### src/rtl/core/pws_pkg.sv
// shared types, constants and helpers for the perspective warp sampler
// no dependencies
package pws_pkg;

   localparam int MaxSrcWidth  = 512;
   localparam int MaxSrcHeight = 512;
   localparam int FracBits     = 8;
   localparam int ColBits      = $clog2(MaxSrcWidth);
   localparam int RowBits      = $clog2(MaxSrcHeight);
   localparam int AddrBits     = ColBits + RowBits;
   localparam int CoefBits     = 21;
   localparam int NumBits      = 34;
   localparam int DivShift     = 12 + FracBits;
   localparam int DividendBits = NumBits + DivShift;
   localparam int QuoBits      = DividendBits;
   localparam int PixBits      = 24;

   localparam logic [2:0] CSR_ROW_X  = 3'd0;
   localparam logic [2:0] CSR_ROW_Y  = 3'd1;
   localparam logic [2:0] CSR_ROW_W  = 3'd2;
   localparam logic [2:0] CSR_INTERP = 3'd3;
   localparam logic [2:0] CSR_WIDTH  = 3'd4;
   localparam logic [2:0] CSR_HEIGHT = 3'd5;

   localparam logic OP_WRITE = 1'b0;
   localparam logic OP_MAP   = 1'b1;

   typedef struct packed {
      logic                    valid;
      logic                    wr;
      logic                    blank;
      logic [NumBits-1:0]      nx;
      logic [NumBits-1:0]      ny;
      logic [NumBits-1:0]      w;
      logic [AddrBits-1:0]     waddr;
      logic [PixBits-1:0]      wdata;
   } proj_type;

   typedef struct packed {
      logic                    wr;
      logic                    blank;
      logic [NumBits-1:0]      nx;
      logic [NumBits-1:0]      ny;
      logic [NumBits-1:0]      w;
      logic [AddrBits-1:0]     waddr;
      logic [PixBits-1:0]      wdata;
   } qent_type;

   function automatic logic signed [CoefBits-1:0] coef_f(input logic [62:0] row,
                                                          input int k);
      coef_f = row[k*CoefBits +: CoefBits];
   endfunction

endpackage

### src/rtl/core/pws_queue.sv
// short queue between projection and sampling back end
// depends on pws_pkg
module pws_queue (
   input  logic              clock,
   input  logic              reset,
   input  logic              push,
   input  pws_pkg::qent_type push_data,
   input  logic              pop,
   output logic              not_empty,
   output logic [2:0]        count,
   output pws_pkg::qent_type pop_data
);
   import pws_pkg::*;

   qent_type    mem_ff [4];
   logic [1:0]  wp_ff, rp_ff;
   logic [2:0]  cnt_ff;

   assign not_empty = cnt_ff != 3'd0;
   assign count = cnt_ff;
   assign pop_data = mem_ff[rp_ff];

   always_ff @(posedge clock) begin
      if (reset) begin
         wp_ff <= '0;
         rp_ff <= '0;
         cnt_ff <= '0;
      end else begin
         if (push) wp_ff <= wp_ff + 2'd1;
         if (pop) rp_ff <= rp_ff + 2'd1;
         cnt_ff <= cnt_ff + 3'(push) - 3'(pop);
      end
      if (push) mem_ff[wp_ff] <= push_data;
   end
endmodule

### config.mk
export PLATFORM = sky130hd
export DESIGN_NAME = pws_queue
export DESIGN_NICKNAME = d
export VERILOG_FILES = /design/src/rtl/core/pws_pkg.sv /design/src/rtl/core/pws_queue.sv
export SDC_FILE = /design/constraint.sdc
export NUM_CORES = 1
export LEC_CHECK = 0
export ABC_AREA = 1
export BUFFER_PORTS_ARGS = -buffer_cell sky130_fd_sc_hd__buf_2
export CORE_MARGIN = 2
export CORE_UTILIZATION = 48
export CTS_CLUSTER_DIAMETER = 200
export DETAILED_ROUTE_END_ITERATION = 8
export PLACE_DENSITY = 0.68
export SLEW_MARGIN = 10
export SYNTH_ARGS = -nofsm -noshare
export SYNTH_HDL_FRONTEND = slang
export SYNTH_SLANG_ARGS = --single-unit
### constraint.sdc
create_clock -name clock -period 6.35 [get_ports clock]
set_input_delay 1.5875 -clock clock [delete_from_list [all_inputs] [get_ports clock]]
set_output_delay 1.5875 -clock clock [all_outputs]
set_load 0.02 [all_outputs]
==> results.cfg <==
[setup_path]
r2r_slack_ns = 4.09
endpoint_kind = output port
critPathTopFamily = flip-flops
crit_required_ns = 4.76
cp_num_cells = 4
slowest_stage = dfxtp_4
crit_end = pop_data[76]
crit_buf_inv = 2
crit_type = reg2out
r2r_cells = 5
crit_fanout = 168
slowest_delay_ns = 0.79
crit_chain = buf_12, o211ai_1, nand2_1, buf_2
cp.arrival_ns = 2.76
timing.rr.end = mem_ff[0][82]
crit-reg2reg-launch = wp_ff[0]
start_kind = register

[cells_and_area]
layout.nets = 2189
drive_above_1_share = 0.1927
final_common_cell = edfxtp_1
fillers = 3843
area_growth_pct = 15.70
final_cell_mix = 584 x edfxtp_1, 304 x inv_1, 300 x nand2_1

[synthesis]
yosysSeqAreaShare = 0.7571
ys_ff_latch = 593
synth_nets = 1915
synth_cell_type_count = 17
syn_area_per_cell_um2 = 13.31
synth_cells = 1758
ys_warn_count = 0
syn_area_mm2 = 0.02340

[clock_network]
clk_pin_slew_ns = 0.06
hold_buffers = 0
cts_tree = done
clock-sinks = 593
h-tree-depth = 2
cts_setup_buffers = 0
clk_latency_ns = 0.59
cts_root_buffer = clkbuf_16
clockBufferDepth = 3
cts_buffers = 57
cts_resized = 0

[sta]
slew_headroom = 0.3632
fin_setup_tns_ns = 0
finalSetupViolations = 0
rsz0062_at_grt = no
finClkSkew_ns = 0.01082
hold_viol_final = 0
period_share = 0.6845
finalWorstSetupSlack_ns = 2.004
worst_pin_slew_ns = 0.9552
layout_min_cycle_time_ns = 4.346
slew_viol_final = 0
fmax_ghz = 0.2301

[power]
power.net_switching_mw = 2.066
p_per_area_mw_per_mm2 = 324.0
leakage_nw = 10.48
ir_drop_v = 0.0002867
p_comb_frac = 0.101
power.total_mw = 8.774
swShare = 0.2355
cellInternalPower_mw = 6.708
p_clk_frac = 0.382
seq_power_share = 0.517

[hold_path]
hold_path_class = reg2reg
min_delay_path_depth = 2

[outcome]
status = completed

[routing]
ant_nets = 0
dr.pass1.iters = 7
wl_met3_um = 2678
viasPerCell = 5.106
drt-met1-wl_um = 19380
met2_length_um = 22850
top_layer_used = met5
detail_route.wl_per_cell_um = 17.19
drc_errors = 0
wirelength_um = 46400
drt_iter0_drc = 948
vias = 13780

[grt]
grt_start_max_net_pins = 169
first_global_vias = 13321
grt_use_total = 0.1801
antenna_found_initial = 14
grt_overflow = 0
grt_first_pass_wirelength_um = 70710

[placed_design]
gp_congestion = 0.7877
hpwl_um = 27100
pre_cts_ws_ns = 2.613
portBuffers = 299

[die]
die_height_um = 224.8
core-area_mm2 = 0.04795
start_util = 0.4881
die-area_mm2 = 0.05054
rows = 80
num_io_pins = 300
fp.dieW_um = 224.8

[flow_run]
max_cap_violations = 0
## state kept, by name (all words and copies together), names as in the netlist, named ones only
| name | flops |
|---|---|
| mem_ff | 584 |
| wp_ff | 2 |
| rp_ff | 2 |
| count | 3 |
## metal layers
layer | global-route usage | up-vias
li1 | - | 6698
met1 | 0.2255 | 6655
met2 | 0.3037 | 319
met3 | 0.04154 | 94
met4 | 0.07285 | 14
met5 | 0 | -
## power groups by stage
stage          registers [mW]  logic [mW]  clock network, mW
2_1_floorplan            4.62       0.581                  0
3_5_place_dp             4.62       0.900                  0
3_3_place_gp             4.61       0.880                  0
5_1_grt                  4.55       0.976               3.58
6_report                 4.53       0.888               3.35
4_1_cts                  4.53       0.903               3.44
## how the worst min path moves through the flow
| stage | from | endpoint |
|---|---|---|
| floorplan | rp_ff[1] | register |
| global placement | rp_ff[1] | register |
| detailed placement | rp_ff[1] | register |
| CTS | rp_ff[1] | register |
| global route | rp_ff[1] | register |
| finish | rp_ff[1] | register |
## cell usage after synthesis, drive strengths merged
cell type    n  share of area
o211ai     146          0.047
clkbuf      10         0.0021
ha           6         0.0032
fa           1        0.00086
nor2         3        0.00048
o21ai      150          0.032
a21oi      152          0.033
dfxtp        9         0.0077
nand2      300          0.048
inv        308          0.049
buf         87          0.027
nand3        2        0.00043
edfxtp     584           0.75
## tightest hold or removal path, cell delays in order, from the launching register on
cell	delay, ns
dfxtp_1	0.30
inv_1	0.06
a21oi_1	0.07
## metrics by stage
step | hold WS, ns | utilization | area (µm²) | cells
2_1_floorplan | 0.4356 | - | 23400 | 1758
3_3_place_gp | 0.4489 | 0.5256 | 25200 | 2588
3_5_place_dp | 0.4551 | 0.5256 | 25200 | 2588
4_1_cts | 0.4658 | 0.5643 | 27060 | 2691
5_1_grt | 0.4946 | 0.5646 | 27070 | 2696
6_report | 0.4630 | 0.5647 | 27080 | 2699
## cell type report
type                       count  area [µm²]  area share
timing repair buffer         312        1682     0.06211
inverter                     308        1176     0.04344
clock buffer                  68        1468     0.05421
clock inverter                35       386.6     0.01428
tap                          615       769.5     0.02842
multi-input combinational    760        3850      0.1422
antenna                        8       20.02   0.0007394
sequential                   593       17720      0.6546
## logic make-up after synthesis
family,after synthesis,share of synthesized area
flops,593,0.7571
buf+inv,405,0.07838
compound gates,448,0.1114
fa+ha+maj,7,0.004063
simple gates,305,0.04903
Note: power is estimated with default switching activity, not from simulation.
