$ cat src/rtl/core/pws_pkg.sv
// shared types, constants and helpers for the perspective warp sampler
// no dependencies
package pws_pkg;

   localparam int MaxSrcWidth  = 512;
   localparam int MaxSrcHeight = 512;
   localparam int FracBits     = 8;
   localparam int ColBits      = $clog2(MaxSrcWidth);
   localparam int RowBits      = $clog2(MaxSrcHeight);
   localparam int AddrBits     = ColBits + RowBits;
   localparam int CoefBits     = 21;
   localparam int NumBits      = 34;
   localparam int DivShift     = 12 + FracBits;
   localparam int DividendBits = NumBits + DivShift;
   localparam int QuoBits      = DividendBits;
   localparam int PixBits      = 24;

   localparam logic [2:0] CSR_ROW_X  = 3'd0;
   localparam logic [2:0] CSR_ROW_Y  = 3'd1;
   localparam logic [2:0] CSR_ROW_W  = 3'd2;
   localparam logic [2:0] CSR_INTERP = 3'd3;
   localparam logic [2:0] CSR_WIDTH  = 3'd4;
   localparam logic [2:0] CSR_HEIGHT = 3'd5;

   localparam logic OP_WRITE = 1'b0;
   localparam logic OP_MAP   = 1'b1;

   typedef struct packed {
      logic                    valid;
      logic                    wr;
      logic                    blank;
      logic [NumBits-1:0]      nx;
      logic [NumBits-1:0]      ny;
      logic [NumBits-1:0]      w;
      logic [AddrBits-1:0]     waddr;
      logic [PixBits-1:0]      wdata;
   } proj_type;

   typedef struct packed {
      logic                    wr;
      logic                    blank;
      logic [NumBits-1:0]      nx;
      logic [NumBits-1:0]      ny;
      logic [NumBits-1:0]      w;
      logic [AddrBits-1:0]     waddr;
      logic [PixBits-1:0]      wdata;
   } qent_type;

   function automatic logic signed [CoefBits-1:0] coef_f(input logic [62:0] row,
                                                          input int k);
      coef_f = row[k*CoefBits +: CoefBits];
   endfunction

endpackage

$ cat src/rtl/core/pws_front.sv
// front end: accepts words, registers source pixel writes, projects map coordinates
// depends on pws_pkg
module pws_front (
   input  logic                     clock,
   input  logic                     reset,
   input  logic                     in_valid,
   input  logic                     in_op,
   input  logic [9:0]               in_x,
   input  logic [9:0]               in_y,
   input  logic [23:0]              in_pix,
   input  logic [62:0]              row_x,
   input  logic [62:0]              row_y,
   input  logic [62:0]              row_w,
   output pws_pkg::proj_type        proj
);
   import pws_pkg::*;

   logic               s1_valid_ff, s1_valid_in;
   logic               s1_wr_ff, s1_wr_in;
   logic [AddrBits-1:0] s1_addr_ff;
   logic [PixBits-1:0] s1_pix_ff;
   logic signed [NumBits-1:0] px_ff [3], py_ff [3], pw_ff [3];
   logic signed [NumBits-1:0] sx, sy, sw;
   logic signed [10:0] xs, ys;

   assign xs = {1'b0, in_x};
   assign ys = {1'b0, in_y};
   assign s1_wr_in = in_valid && in_op == OP_WRITE &&
                     {1'b0, in_x} < 11'(MaxSrcWidth) && {1'b0, in_y} < 11'(MaxSrcHeight);
   assign s1_valid_in = (in_valid && in_op == OP_MAP) || s1_wr_in;

   always_ff @(posedge clock) begin
      if (reset) begin
         s1_valid_ff <= 1'b0;
         s1_wr_ff <= 1'b0;
      end else begin
         s1_valid_ff <= s1_valid_in;
         s1_wr_ff <= s1_wr_in;
      end
      s1_addr_ff <= {in_y[RowBits-1:0], in_x[ColBits-1:0]};
      s1_pix_ff <= in_pix;
      px_ff[0] <= NumBits'(coef_f(row_x, 0) * xs);
      px_ff[1] <= NumBits'(coef_f(row_x, 1) * ys);
      px_ff[2] <= NumBits'(coef_f(row_x, 2));
      py_ff[0] <= NumBits'(coef_f(row_y, 0) * xs);
      py_ff[1] <= NumBits'(coef_f(row_y, 1) * ys);
      py_ff[2] <= NumBits'(coef_f(row_y, 2));
      pw_ff[0] <= NumBits'(coef_f(row_w, 0) * xs);
      pw_ff[1] <= NumBits'(coef_f(row_w, 1) * ys);
      pw_ff[2] <= NumBits'(coef_f(row_w, 2));
   end

   always_comb begin
      sx = px_ff[0] + px_ff[1] + px_ff[2];
      sy = py_ff[0] + py_ff[1] + py_ff[2];
      sw = pw_ff[0] + pw_ff[1] + pw_ff[2];
      proj.valid = s1_valid_ff;
      proj.wr = s1_wr_ff;
      proj.waddr = s1_addr_ff;
      proj.wdata = s1_pix_ff;
      if (sw < 0) begin
         sx = -sx;
         sy = -sy;
         sw = -sw;
      end
      proj.blank = (sw == 0) || sx < 0 || sy < 0;
      proj.nx = sx;
      proj.ny = sy;
      proj.w  = sw;
   end
endmodule

$ cat config.mk
export PLATFORM = sky130hd
export DESIGN_NAME = pws_front
export DESIGN_NICKNAME = d
export VERILOG_FILES = /design/src/rtl/core/pws_pkg.sv /design/src/rtl/core/pws_front.sv
export SDC_FILE = /design/constraint.sdc
export NUM_CORES = 2
export LEC_CHECK = 0
export BUFFER_PORTS_ARGS = -buffer_cell sky130_fd_sc_hd__buf_4
export CORE_UTILIZATION = 45
export DETAILED_ROUTE_END_ITERATION = 10
export PLACE_DENSITY = 0.67
export SYNTH_ARGS = -nofsm -noshare
export SYNTH_HDL_FRONTEND = slang
export SYNTH_SLANG_ARGS = --single-unit
export TNS_END_PERCENT = 100
$ cat constraint.sdc
create_clock -name clock -period 20.3 [get_ports clock]
set_clock_uncertainty 0.2 [all_clocks]
set_input_delay 1.015 -clock clock [delete_from_list [all_inputs] [get_ports clock]]
set_output_delay 1.015 -clock clock [all_outputs]
set_load 0.03 [all_outputs]
==> flow_summary.json <==
{
  "status": "finished clean",
  "cp_max_fo": 5,
  "final_cells": 8719,
  "setup_ws_ns": 11.98,
  "timing.slew.headroom_pct": 28.3,
  "wl_um": 164000,
  "vias_per_cell": 5.30,
  "cts_buffer_depth": 3,
  "fp.dieH_um": 370,
  "drc_errors": 0,
  "cp_slowest_stage_delay_ns": 0.83,
  "dr.pass1.iters": 5,
  "worst_path_max_delay_cell": "a2111oi_0",
  "endpoint_kind": "output port",
  "async_flop_share_pct": 0,
  "worstPathRequired_ns": 19.09,
  "synth_edf_count": 0,
  "synth_nets": 8755,
  "clkTransAtPathRegs_ns": 0.06,
  "routabilityCongestion": 0.932,
  "synth_area_leaders": "fa_1, ha_1, dfxtp_1",
  "cts_setup_buffers": 0,
  "ys_seq_area_share_pct": 9.80,
  "layout-drive-gt1-share_pct": 7.57,
  "hold_buffers": 0,
  "yosysTopAreaCell": "fa_1",
  "cts_made_buffers": 41,
  "core-area_um2": 134000,
  "rsz0062_at_grt": "false",
  "dp_hpwl_um": 135000,
  "gr-total-overflow": 0,
  "grt_pass1_wl_um": 266000,
  "yosys_warnings": 0,
  "start_util_pct": 45.6,
  "yosysMostFrequentCell": "inv_1",
  "post_cts_resized": 0,
  "final_hold_viol_count": 0,
  "die_width_um": 370,
  "portBuffers": 383,
  "finalCritPeriodShare_pct": 41.0,
  "drtIter0Drc": 2280,
  "dieArea_um2": 137000,
  "row_count": 134,
  "crit_path_start_kind": "flop",
  "grt_usage_pct": 24.6,
  "tns_ns": 0,
  "area_growth_syn_to_layout_pct": 8.92,
  "synth_top_flop_cell": "dfxtp_1",
  "dp.cells": 8642,
  "critPathBufInv": 4,
  "setup_viol": 0,
  "crit_family": "compound AO/OA/AOI/OAI gates",
  "routedWlPerCell_um": 18.8,
  "slew_violations": 0,
  "finalCriticalPeriod_ns": 8.32,
  "max_clock_freq_mhz": 120,
  "cts_tree": "yes",
  "io_pins": 384,
  "antenna_found_initial": 11,
  "synthTopCellsByCount": "inv_1, fa_1, nand2_1",
  "max_cap_viol_count": 0,
  "finalNetCount": 8888,
  "drt.antenna.violating_nets": 0,
  "cts_sinks": 299,
  "worst_pin_slew_ns": 1.06,
  "grt_max_degree": 66,
  "preCtsSetupSlack_ns": 12.19,
  "path_class": "flop to output port",
  "synth_area_per_cell_um2": 9.00,
  "synthCells": 6784,
  "grt_pass1_vias": 49800,
  "synth.distinct_cells": 86,
  "final_core_util_pct": 49.6,
  "worst_path_most_repeated_cell": "inv_1",
  "htreeDepth": 2,
  "synth-seq-cells": 299,
  "worstPathCellList": "inv_1 -> fa_1 -> inv_1 -> ha_1 -> inv_1 -> fa_1 -> nand2b_1 -> a21o_1 -> a211oi_2 -> o21ai_0 -> a2111oi_0 -> o21ai_0 -> a2111oi_0 -> o2111ai_1 -> nor4_2 -> nor4_1 -> and4_1 -> a311o_1 -> buf_4",
  "vias": 46200,
  "yosys.area.top_type_share_pct": 39.6,
  "crit_arrival_ns": 7.11,
  "hold_path.class": "input port to flop",
  "cts_root_buffer": "clkbuf_16",
  "synth_area_um2": 61000
}
through the flow:
step | hold slack (ns) | area (um2)
3_3_place_gp | 0.919 | 65100
2_1_floorplan | 0.843 | 61000
5_1_grt | 0.236 | 66500
4_1_cts | 0.215 | 66500
6_report | 0.281 | 66500
3_5_place_dp | 0.921 | 65100
cell type report:
cell class,count,area [um2]
tap,1768,2210
timing repair buffer,394,2960
fill,12500,67500
clock inverter,25,284
clock buffer,50,1130
inverter,1266,4750
multi-input combinational,4915,49200
antenna,2,5.00
sequential,299,5990
metal layers:
layer | vias up | GRT usage [%] | routed length, um
met5 | - | 0 | 75
met1 | 23500 | 30.3 | 66000
met2 | 1245 | 43.8 | 82600
met3 | 242 | 3.62 | 9830
met4 | 12 | 8.24 | 5660
li1 | 21300 | - | -
logic make-up (layout without fill, tap and decap cells):
kind of cell / after synthesis / after routing / synth area share (%)
AO/OA/AOI/OAI: 768 / 768 / 8.22
flip-flops: 299 / 299 / 9.80
other: 0 / 2 / 0
AND/OR/NAND/NOR: 2095 / 2095 / 17.3
adder cells (fa/ha/maj): 1734 / 1734 / 50.4
XOR/XNOR: 315 / 315 / 4.54
multiplexers: 3 / 3 / 0.0492
buffers and inverters: 1570 / 1735 / 9.68
placed cells by master (no fill, tap or decap), drive strengths merged, types with 11 or more instances in the layout:
| cell | netlist | routed |
|---|---|---|
| clkbuf | 237 | 50 |
| or3 | 38 | 38 |
| nand3 | 67 | 67 |
| nor4 | 26 | 26 |
| o211ai | 11 | 11 |
| xor2 | 83 | 83 |
| nor2b | 39 | 39 |
| fa | 1209 | 1209 |
| nand2b | 35 | 35 |
| and3 | 23 | 23 |
| buf | 67 | 394 |
| nand4 | 24 | 24 |
| and2 | 638 | 638 |
| xnor2 | 231 | 231 |
| o21bai | 25 | 25 |
| inv | 1266 | 1273 |
| o31ai | 23 | 23 |
| nor3 | 100 | 100 |
| or2 | 31 | 31 |
| o311ai | 14 | 14 |
| nor2 | 210 | 210 |
| o21ai | 158 | 158 |
| a31oi | 34 | 34 |
| nand2 | 802 | 802 |
| dfxtp | 299 | 299 |
| o2111ai | 11 | 11 |
| o21a | 44 | 44 |
| ha | 525 | 525 |
| a21oi | 223 | 223 |
| a211oi | 35 | 35 |
| a21o | 64 | 64 |
| a21boi | 15 | 15 |
final timing paths:
kind | from | endpoint | slack, ns | cells past startpoint
hold / removal | row_w[44] | pw_ff[0][70]$_DFF_P_ | 0.28 | 1
setup / recovery | pw_ff[0][1]$_DFF_P_ | proj[144] | 11.98 | 19
flip-flops by register name, indices dropped and copies added, names as in the netlist:
register     cells
s1_addr_ff      18
px_ff           85
py_ff           85
pw_ff           85
s1_wr_ff         1
s1_pix_ff       24
s1_valid_ff      1
Power is left out: the tool's default activity adds up to more than one toggle a clock period on the data nets, which glitch-free logic cannot reach.
